[config.mk]
export PLATFORM = sky130hd
export DESIGN_NAME = utf8_stream_sanitizer
export DESIGN_NICKNAME = d
export VERILOG_FILES = /design/src/hw/rtl/u8s_pkg.sv /design/src/hw/rtl/u8s_dpath.sv /design/src/hw/rtl/u8s_ctrl.sv /design/src/hw/rtl/utf8_stream_sanitizer.sv
export VERILOG_INCLUDE_DIRS = /design/src /design/src/hw/rtl
export SDC_FILE = /design/constraint.sdc
export NUM_CORES = 1
export LEC_CHECK = 0
export BUFFER_PORTS_ARGS = -buffer_cell sky130_fd_sc_hd__buf_2
export CAP_MARGIN = 40
export CORE_MARGIN = 3
export CORE_UTILIZATION = 59
export DETAILED_ROUTE_END_ITERATION = 6
export PLACE_DENSITY = 0.79
export SKIP_CTS_REPAIR_TIMING = 1
export SLEW_MARGIN = 20
export SYNTH_ARGS = -nofsm -noshare
export SYNTH_HDL_FRONTEND = slang
export SYNTH_SLANG_ARGS = --single-unit
export TNS_END_PERCENT = 30
[constraint.sdc]
create_clock -name clk -period 3.6 [get_ports clk]
set_input_delay 0.54 -clock clk [delete_from_list [all_inputs] [get_ports clk]]
set_output_delay 0.54 -clock clk [all_outputs]
set_load 0.005 [all_outputs]
[src/hw/rtl/utf8_stream_sanitizer_defines.svh]
// Assertion macros shared by the UTF-8 stream sanitizer RTL.
`ifndef UTF8_STREAM_SANITIZER_DEFINES_SVH
`define UTF8_STREAM_SANITIZER_DEFINES_SVH

`ifndef SYNTHESIS
// Same-cycle implication, sampled on clk, disabled while arst_n is low.
`define U8S_ASSERT_IMPL(lbl, ante, cons, msg) \
	lbl: assert property (@(posedge clk) disable iff (!arst_n) (ante) |-> (cons)) \
		else $error(msg);
// Next-cycle implication, sampled on clk, disabled while arst_n is low.
`define U8S_ASSERT_NEXT(lbl, ante, cons, msg) \
	lbl: assert property (@(posedge clk) disable iff (!arst_n) (ante) |=> (cons)) \
		else $error(msg);
`else
`define U8S_ASSERT_IMPL(lbl, ante, cons, msg)
`define U8S_ASSERT_NEXT(lbl, ante, cons, msg)
`endif

`endif

[src/hw/rtl/u8s_pkg.sv]
// Shared types, decision codes and UTF-8 classification functions.
`default_nettype none

package u8s_pkg;

	localparam logic [7:0] QMARK = 8'h3F;

	// Decision for the byte at the head of the lookahead buffer
	localparam logic [1:0] DEC_WAIT    = 2'd0;
	localparam logic [1:0] DEC_KEEP    = 2'd1;
	localparam logic [1:0] DEC_REPLACE = 2'd2;

	typedef struct packed {
		logic load;   // take the input item into the buffer
		logic step;   // emit the head byte and shift the buffer
	} ctrl_cmd_t;

	typedef struct packed {
		logic       empty;     // buffer holds no byte
		logic       out_free;  // output register can take a byte
		logic [1:0] dec;       // decision for the head byte
		logic [2:0] cnt;       // bytes held in the buffer
	} dp_stat_t;

	// Announced sequence length from a lead byte; zero marks a byte that can never start one
	function automatic logic [2:0] seq_len(input logic [7:0] b);
		logic [2:0] len;
		begin
			if (b < 8'h80)      len = 3'd1;
			else if (b < 8'hC0) len = 3'd0;
			else if (b < 8'hE0) len = 3'd2;
			else if (b < 8'hF0) len = 3'd3;
			else if (b < 8'hF8) len = 3'd4;
			else                len = 3'd0;
			return len;
		end
	endfunction

	function automatic logic is_cont(input logic [7:0] b);
		return (b >= 8'h80) && (b <= 8'hBF);
	endfunction

	// Strict well-formedness of a sequence of the given length starting at b0
	function automatic logic seq_valid(input logic [7:0] b0, input logic [7:0] b1,
			input logic [7:0] b2, input logic [7:0] b3, input logic [2:0] len);
		logic ok;
		begin
			case (len)
				3'd1: ok = (b0 <= 8'h7F);
				3'd2: ok = (b0 >= 8'hC2) && (b0 <= 8'hDF) && is_cont(b1);
				3'd3: begin
					ok = (b0 >= 8'hE0) && (b0 <= 8'hEF) && is_cont(b1) && is_cont(b2);
					if (b0 == 8'hE0 && !(b1 >= 8'hA0 && b1 <= 8'hBF)) ok = 1'b0;
					if (b0 == 8'hED && !(b1 >= 8'h80 && b1 <= 8'h9F)) ok = 1'b0;
				end
				3'd4: begin
					ok = (b0 >= 8'hF0) && (b0 <= 8'hF4) && is_cont(b1) && is_cont(b2)
						&& is_cont(b3);
					if (b0 == 8'hF0 && !(b1 >= 8'h90 && b1 <= 8'hBF)) ok = 1'b0;
					if (b0 == 8'hF4 && !(b1 >= 8'h80 && b1 <= 8'h8F)) ok = 1'b0;
				end
				default: ok = 1'b0;
			endcase
			return ok;
		end
	endfunction

endpackage

`default_nettype wire

[src/hw/rtl/u8s_dpath.sv]
// Datapath: lookahead buffer, head-byte decision and output register.
`default_nettype none

module u8s_dpath (
	input  wire logic               clk,
	input  wire logic               arst_n,
	input  wire u8s_pkg::ctrl_cmd_t cmd,
	output u8s_pkg::dp_stat_t       stat,
	input  wire logic [7:0]         in_byte,
	input  wire logic               in_last,
	output logic                    m_tvalid,
	input  wire logic               m_tready,
	output logic [7:0]              m_tdata,
	output logic                    m_tuser,
	output logic                    m_tlast
);

	logic [7:0] buf_q [4];
	logic [2:0] cnt_q;
	logic [1:0] pass_q;
	logic       last_q;
	logic       m_valid_q;
	logic [7:0] m_data_q;
	logic       m_user_q;
	logic       m_last_q;

	logic [2:0] head_len;
	logic [1:0] dec;
	logic       new_seq;

	assign head_len = u8s_pkg::seq_len(buf_q[0]);

	always_comb begin
		new_seq = 1'b0;
		if (pass_q != 2'd0) begin
			dec = u8s_pkg::DEC_KEEP;
		end else if (head_len == 3'd0) begin
			dec = u8s_pkg::DEC_REPLACE;
		end else if (head_len > cnt_q) begin
			dec = last_q ? u8s_pkg::DEC_REPLACE : u8s_pkg::DEC_WAIT;
		end else if (u8s_pkg::seq_valid(buf_q[0], buf_q[1], buf_q[2], buf_q[3], head_len)) begin
			dec     = u8s_pkg::DEC_KEEP;
			new_seq = 1'b1;
		end else begin
			dec = u8s_pkg::DEC_REPLACE;
		end
	end

	assign stat.empty    = (cnt_q == 3'd0);
	assign stat.out_free = !m_valid_q || m_tready;
	assign stat.dec      = dec;
	assign stat.cnt      = cnt_q;

	// Buffer contents need no reset: only entries below the count are used
	always_ff @(posedge clk) begin
		if (cmd.load) begin
			buf_q[cnt_q[1:0]] <= in_byte;
		end else if (cmd.step) begin
			buf_q[0] <= buf_q[1];
			buf_q[1] <= buf_q[2];
			buf_q[2] <= buf_q[3];
		end
	end

	always_ff @(posedge clk or negedge arst_n) begin
		if (!arst_n) begin
			cnt_q  <= 3'd0;
			pass_q <= 2'd0;
			last_q <= 1'b0;
		end else if (cmd.load) begin
			cnt_q  <= cnt_q + 3'd1;
			last_q <= in_last;
		end else if (cmd.step) begin
			cnt_q <= cnt_q - 3'd1;
			if (new_seq) pass_q <= 2'(head_len - 3'd1);
			else if (pass_q != 2'd0) pass_q <= pass_q - 2'd1;
		end
	end

	always_ff @(posedge clk or negedge arst_n) begin
		if (!arst_n) begin
			m_valid_q <= 1'b0;
		end else if (cmd.step) begin
			m_valid_q <= 1'b1;
		end else if (m_tready) begin
			m_valid_q <= 1'b0;
		end
	end

	always_ff @(posedge clk) begin
		if (cmd.step) begin
			m_data_q <= (dec == u8s_pkg::DEC_KEEP) ? buf_q[0] : u8s_pkg::QMARK;
			m_user_q <= (dec == u8s_pkg::DEC_REPLACE);
			m_last_q <= last_q && (cnt_q == 3'd1);
		end
	end

	assign m_tvalid = m_valid_q;
	assign m_tdata  = m_data_q;
	assign m_tuser  = m_user_q;
	assign m_tlast  = m_last_q;

endmodule

`default_nettype wire

[src/hw/rtl/u8s_ctrl.sv]
// Controller: sequences byte intake and per-byte emission.
`default_nettype none

module u8s_ctrl (
	input  wire logic              clk,
	input  wire logic              arst_n,
	input  wire u8s_pkg::dp_stat_t stat,
	input  wire logic              s_tvalid,
	output logic                   s_tready,
	output u8s_pkg::ctrl_cmd_t     cmd
);

	localparam logic ST_IDLE = 1'b0;
	localparam logic ST_SCAN = 1'b1;

	logic state_q;
	logic state_d;
	logic drained;

	assign drained = stat.empty || (stat.dec == u8s_pkg::DEC_WAIT);

	always_comb begin
		state_d  = state_q;
		s_tready = 1'b0;
		cmd      = '0;
		case (state_q)
			ST_IDLE: begin
				s_tready = 1'b1;
				if (s_tvalid) begin
					cmd.load = 1'b1;
					state_d  = ST_SCAN;
				end
			end
			ST_SCAN: begin
				if (drained) begin
					s_tready = 1'b1;
					if (s_tvalid) cmd.load = 1'b1;
					else          state_d  = ST_IDLE;
				end else if (stat.out_free) begin
					cmd.step = 1'b1;
				end
			end
			default: state_d = ST_IDLE;
		endcase
	end

	always_ff @(posedge clk or negedge arst_n) begin
		if (!arst_n) begin
			state_q <= ST_IDLE;
		end else begin
			state_q <= state_d;
		end
	end

endmodule

`default_nettype wire

[src/hw/rtl/utf8_stream_sanitizer.sv]
// Top level of the UTF-8 stream sanitizer: controller, datapath and checks.
// Usage:
//   Slave channel s_* takes one raw byte per item (s_tdata) with s_tlast on the
//   final byte of a string. Master channel m_* returns exactly one byte per
//   input byte: the original byte, or '?' (0x3F) with m_tuser set where the byte
//   opened an invalid or cut-short sequence. m_tlast marks the final byte of a
//   string; at that point all held bytes have been flushed.
//   Up to three bytes of a pending multi-byte sequence are held until the
//   sequence is complete or the string ends, so output lags input accordingly.
//   A byte that completes a decision is loaded into the lookahead buffer and
//   then stepped into the single output register before it shows up on m_*.
//   Intake and emission never happen together, so ASCII bytes alternate
//   between them, and a flush at string end emits one byte per cycle while
//   m_tready stays high, through the serial emission path of one register.
//   Reset (arst_n low, asynchronous) empties the buffer and output register.
//   When m_tready is low the output register holds its item, emission stops,
//   and intake stops once the buffer can no longer wait for more bytes.
`default_nettype none
`include "utf8_stream_sanitizer_defines.svh"

module utf8_stream_sanitizer (
	input  wire logic       clk,
	input  wire logic       arst_n,
	input  wire logic       s_tvalid,
	output logic            s_tready,
	input  wire logic [7:0] s_tdata,   // [7:0] in_byte
	input  wire logic       s_tlast,
	output logic            m_tvalid,
	input  wire logic       m_tready,
	output logic [7:0]      m_tdata,   // [7:0] out_byte
	output logic            m_tuser,   // [0] out_replaced
	output logic            m_tlast
);

	u8s_pkg::ctrl_cmd_t cmd;
	u8s_pkg::dp_stat_t  stat;

	u8s_ctrl u_ctrl (
		.clk      (clk),
		.arst_n   (arst_n),
		.stat     (stat),
		.s_tvalid (s_tvalid),
		.s_tready (s_tready),
		.cmd      (cmd)
	);

	u8s_dpath u_dpath (
		.clk      (clk),
		.arst_n   (arst_n),
		.cmd      (cmd),
		.stat     (stat),
		.in_byte  (s_tdata),
		.in_last  (s_tlast),
		.m_tvalid (m_tvalid),
		.m_tready (m_tready),
		.m_tdata  (m_tdata),
		.m_tuser  (m_tuser),
		.m_tlast  (m_tlast)
	);

	// Lookahead never exceeds three bytes when a new byte arrives
	`U8S_ASSERT_IMPL(a_load_room, cmd.load, stat.cnt <= 3'd3, "lookahead overflow on load")
	// A loaded byte is held in the buffer on the next cycle
	`U8S_ASSERT_NEXT(a_load_held, cmd.load, stat.cnt != 3'd0, "loaded byte lost")
	// Emission only happens for a decided head byte
	`U8S_ASSERT_IMPL(a_step_decided, cmd.step,
		!stat.empty && (stat.dec != u8s_pkg::DEC_WAIT), "emit without decision")
	// A replaced byte always carries the question mark
	`U8S_ASSERT_IMPL(a_repl_qmark, m_tvalid && m_tuser, m_tdata == u8s_pkg::QMARK,
		"replacement byte is not a question mark")

endmodule

`default_nettype wire
==> results.cfg <==
[timing]
clock_skew_ns = 0.006597
tns_ns = 0
drv_slew = 0
rsz0062_at_grt = false
setup_viol = 0
min_period_ns = 3.345
hold_viol = 0
tightestPinTransition_ns = 0.6682
fmaxAchievable_mhz = 298.9
finalCritPeriodShare_pct = 92.92
relSlewSlack_pct = 55.19

[flow_run]
cap_violations = 0

[critical_path]
ff2ff_path_depth = 7
r2r_slack_ns = 0.45
cpMaxStageDelayCell = edfxtp_1
cp-start-kind = flop
cp_max_fo = 6
path_cells = and4b_1 -> and2_1 -> ha_1 -> and3_4 -> or3_4 -> or3_4 -> or2b_1 -> buf_2
crit_path_start = u_dpath.buf_q[0][5]$_DFFE_PP_
reg2reg_to = u_dpath.buf_q[3][4]$_DFFE_PP_
r2r-start = u_dpath.buf_q[0][5]$_DFFE_PP_
cp.arrival_ns = 2.81
crit_family = simple AND/OR/NAND/NOR gates
cp-end-kind = primary output
required_ns = 3.06
slowest_delay_ns = 0.47
crit_buf_inv = 1
worstSetupPathType = reg -> out
crit_path_end = s_tready
path_common_cell = or3_4
worst-path-stages = 8

[finish]
drive_gt1_share_pct = 29.81
final_common_cell = edfxtp_1
nets = 229
layout_common_cells = edfxtp_1 (42), mux2_4 (24), buf_2 (24)
antenna_cells = 0
area_delta_synth_final_pct = 7.807
stdcell_area_mm2 = 0.002799
post-route-util_pct = 68.01

[yosys]
ys_async_sr_fraction_pct = 16.00
synth.yosys.seq_area_share_pct = 56.29
synthCells = 181
synth_top_flop_cell = edfxtp_1
yosysUniqueCellTypes = 41
ys_ff_latch = 50
syn_avg_cell_area_um2 = 14.34
synthesis.area_mm2 = 0.002596
synth-edff-count = 42
syn-num-nets = 202
yosys_warnings = 0

[placement]
place_hpwl_um = 3512
gp_congestion = 0.8772
placedInstanceArea_mm2 = 0.002720
portBuffers = 24

[clocking]
root_buffer = clkbuf_8
clk_path_buf_depth = 2
cts.sinks = 50
clk_pin_slew_ns = 0.09
cts_max_level = 2
clkLatencyLatePin_ns = 0.30
cts_buffers = 5
cts_tree = done

[routing]
ant_nets = 0
drc_errors = 0
drtIter0Drc = 165
wl_per_cell_um = 17.83
routed_wl_um = 4600
vias_per_cell = 6.019
first_pass_iters = 4
num_vias = 1553

[floorplan]
core_mm2 = 0.004115
design.die.area_mm2 = 0.005232
dieHeight_um = 72.34
io_pins = 25
row_count = 23
die_w_um = 72.34
floorplan.initialDensity_pct = 63.09

[power]
p_seq_share_pct = 43.5
power_switching_mw = 1.012
intPower_mw = 1.756
power_frac_clock_pct = 11.2
power_density_mw_per_mm2 = 988.9
vdd_ir_drop_max_uv = 421.1
p_sw_share_pct = 36.57
power.leakage_nw = 1.135
p_comb_share_pct = 45.3

[outcome]
outcome = finished clean

[min_path]
hold_class = in -> async

[global_routing]
grt_max_degree = 31
grt_pass1_wl_um = 7527
antenna_found_initial = 0
grt_overflow = 0
track_usage_pct = 19.08
grt_pass1_vias = 1571
routing by layer:
layer	global-route usage, %	wire [um]	share of wire, %
met1	24.22	1973	43
met2	31.14	2281	50
met4	8.768	112	2.4
met5	0	0	0
met3	4.294	232	5.0
synthesized netlist by cell type, types with 2 or more instances:
master    number  share of area, %
edfxtp_1      42                49
mux2_4        24                14
nand2b_1      14               3.4
nand2_1       11               1.6
dfrtp_1        8               7.7
ha_1           8               3.9
inv_1          7               1.0
o21ai_0        7               1.3
and2_1         6               1.4
nand3_1        5              0.96
a21oi_1        4              0.77
nand4_1        3              0.72
nor2b_1        3              0.72
or4_1          3              0.87
and4b_1        2              0.77
buf_12         2               1.5
nor2_1         2              0.29
nor3_1         2              0.39
nor4_1         2              0.48
nor4bb_1       2              0.77
o221ai_1       2              0.67
o31ai_1        2              0.58
or3_4          2              0.87
worst min-delay path by stage:
stage                       from                      endpoint  slack, ns  depth (start not counted)
after floorplan           arst_n      u_ctrl.state_q$_DFF_PN0_       0.24                          0
after global placement    arst_n  u_dpath.cnt_q[0]$_DFFE_PN0P_       0.39                          1
after detailed placement  arst_n    u_dpath.last_q$_DFFE_PN0P_       0.40                          1
after CTS                 arst_n  u_dpath.cnt_q[0]$_DFFE_PN0P_       0.07                          1
after global routing      arst_n    u_dpath.last_q$_DFFE_PN0P_       0.07                          1
final                     arst_n    u_dpath.last_q$_DFFE_PN0P_       0.07                          1
power by group through the flow:
stage / clock network [mW] / registers, mW / logic [mW]
2_1_floorplan: 0 / 1.16 / 1.06
3_3_place_gp: 0 / 1.19 / 1.21
3_5_place_dp: 0 / 1.21 / 1.25
4_1_cts: 0.315 / 1.20 / 1.26
5_1_grt: 0.332 / 1.24 / 1.38
6_report: 0.311 / 1.20 / 1.25
final cells by class:
class / count / area, um^2
sequential: 50 / 1461
fill: 291 / 1316
multi-input combinational: 120 / 1050
timing repair buffer: 24 / 120.1
clock buffer: 5 / 68.82
tap: 50 / 62.56
inverter: 7 / 26.28
clock inverter: 2 / 10.01
kinds of logic after synthesis:
logic type	after synthesis	share of synthesized area, %
buf+inv	11	3.277
fa+ha+maj	8	3.856
simple gates	63	15.57
xor+xnor	1	0.3374
mux	24	13.88
compound gates	24	6.795
flops	50	56.29
per-stage QoR:
step / hold slack [ns] / setup WS, ns / cells / total power [mW]
after global placement: 0.3901 / 0.6238 / 251 / 2.394
after CTS: 0.06775 / 0.2772 / 258 / 2.773
after global routing: 0.07011 / 0.1261 / 258 / 2.948
after detailed placement: 0.3961 / 0.4372 / 251 / 2.463
final: 0.06584 / 0.2547 / 258 / 2.768
after floorplan: 0.2444 / 0.7669 / 181 / 2.221
registers in the layout (all words and copies together), names as in the netlist:
name / flops
u_ctrl.state_q: 1
u_dpath.buf_q: 32
u_dpath.cnt_q: 3
u_dpath.last_q: 1
u_dpath.m_tdata: 8
u_dpath.m_tlast: 1
u_dpath.m_tuser: 1
u_dpath.m_tvalid: 1
u_dpath.pass_q: 2
Note: power is estimated with default switching activity, not from simulation.
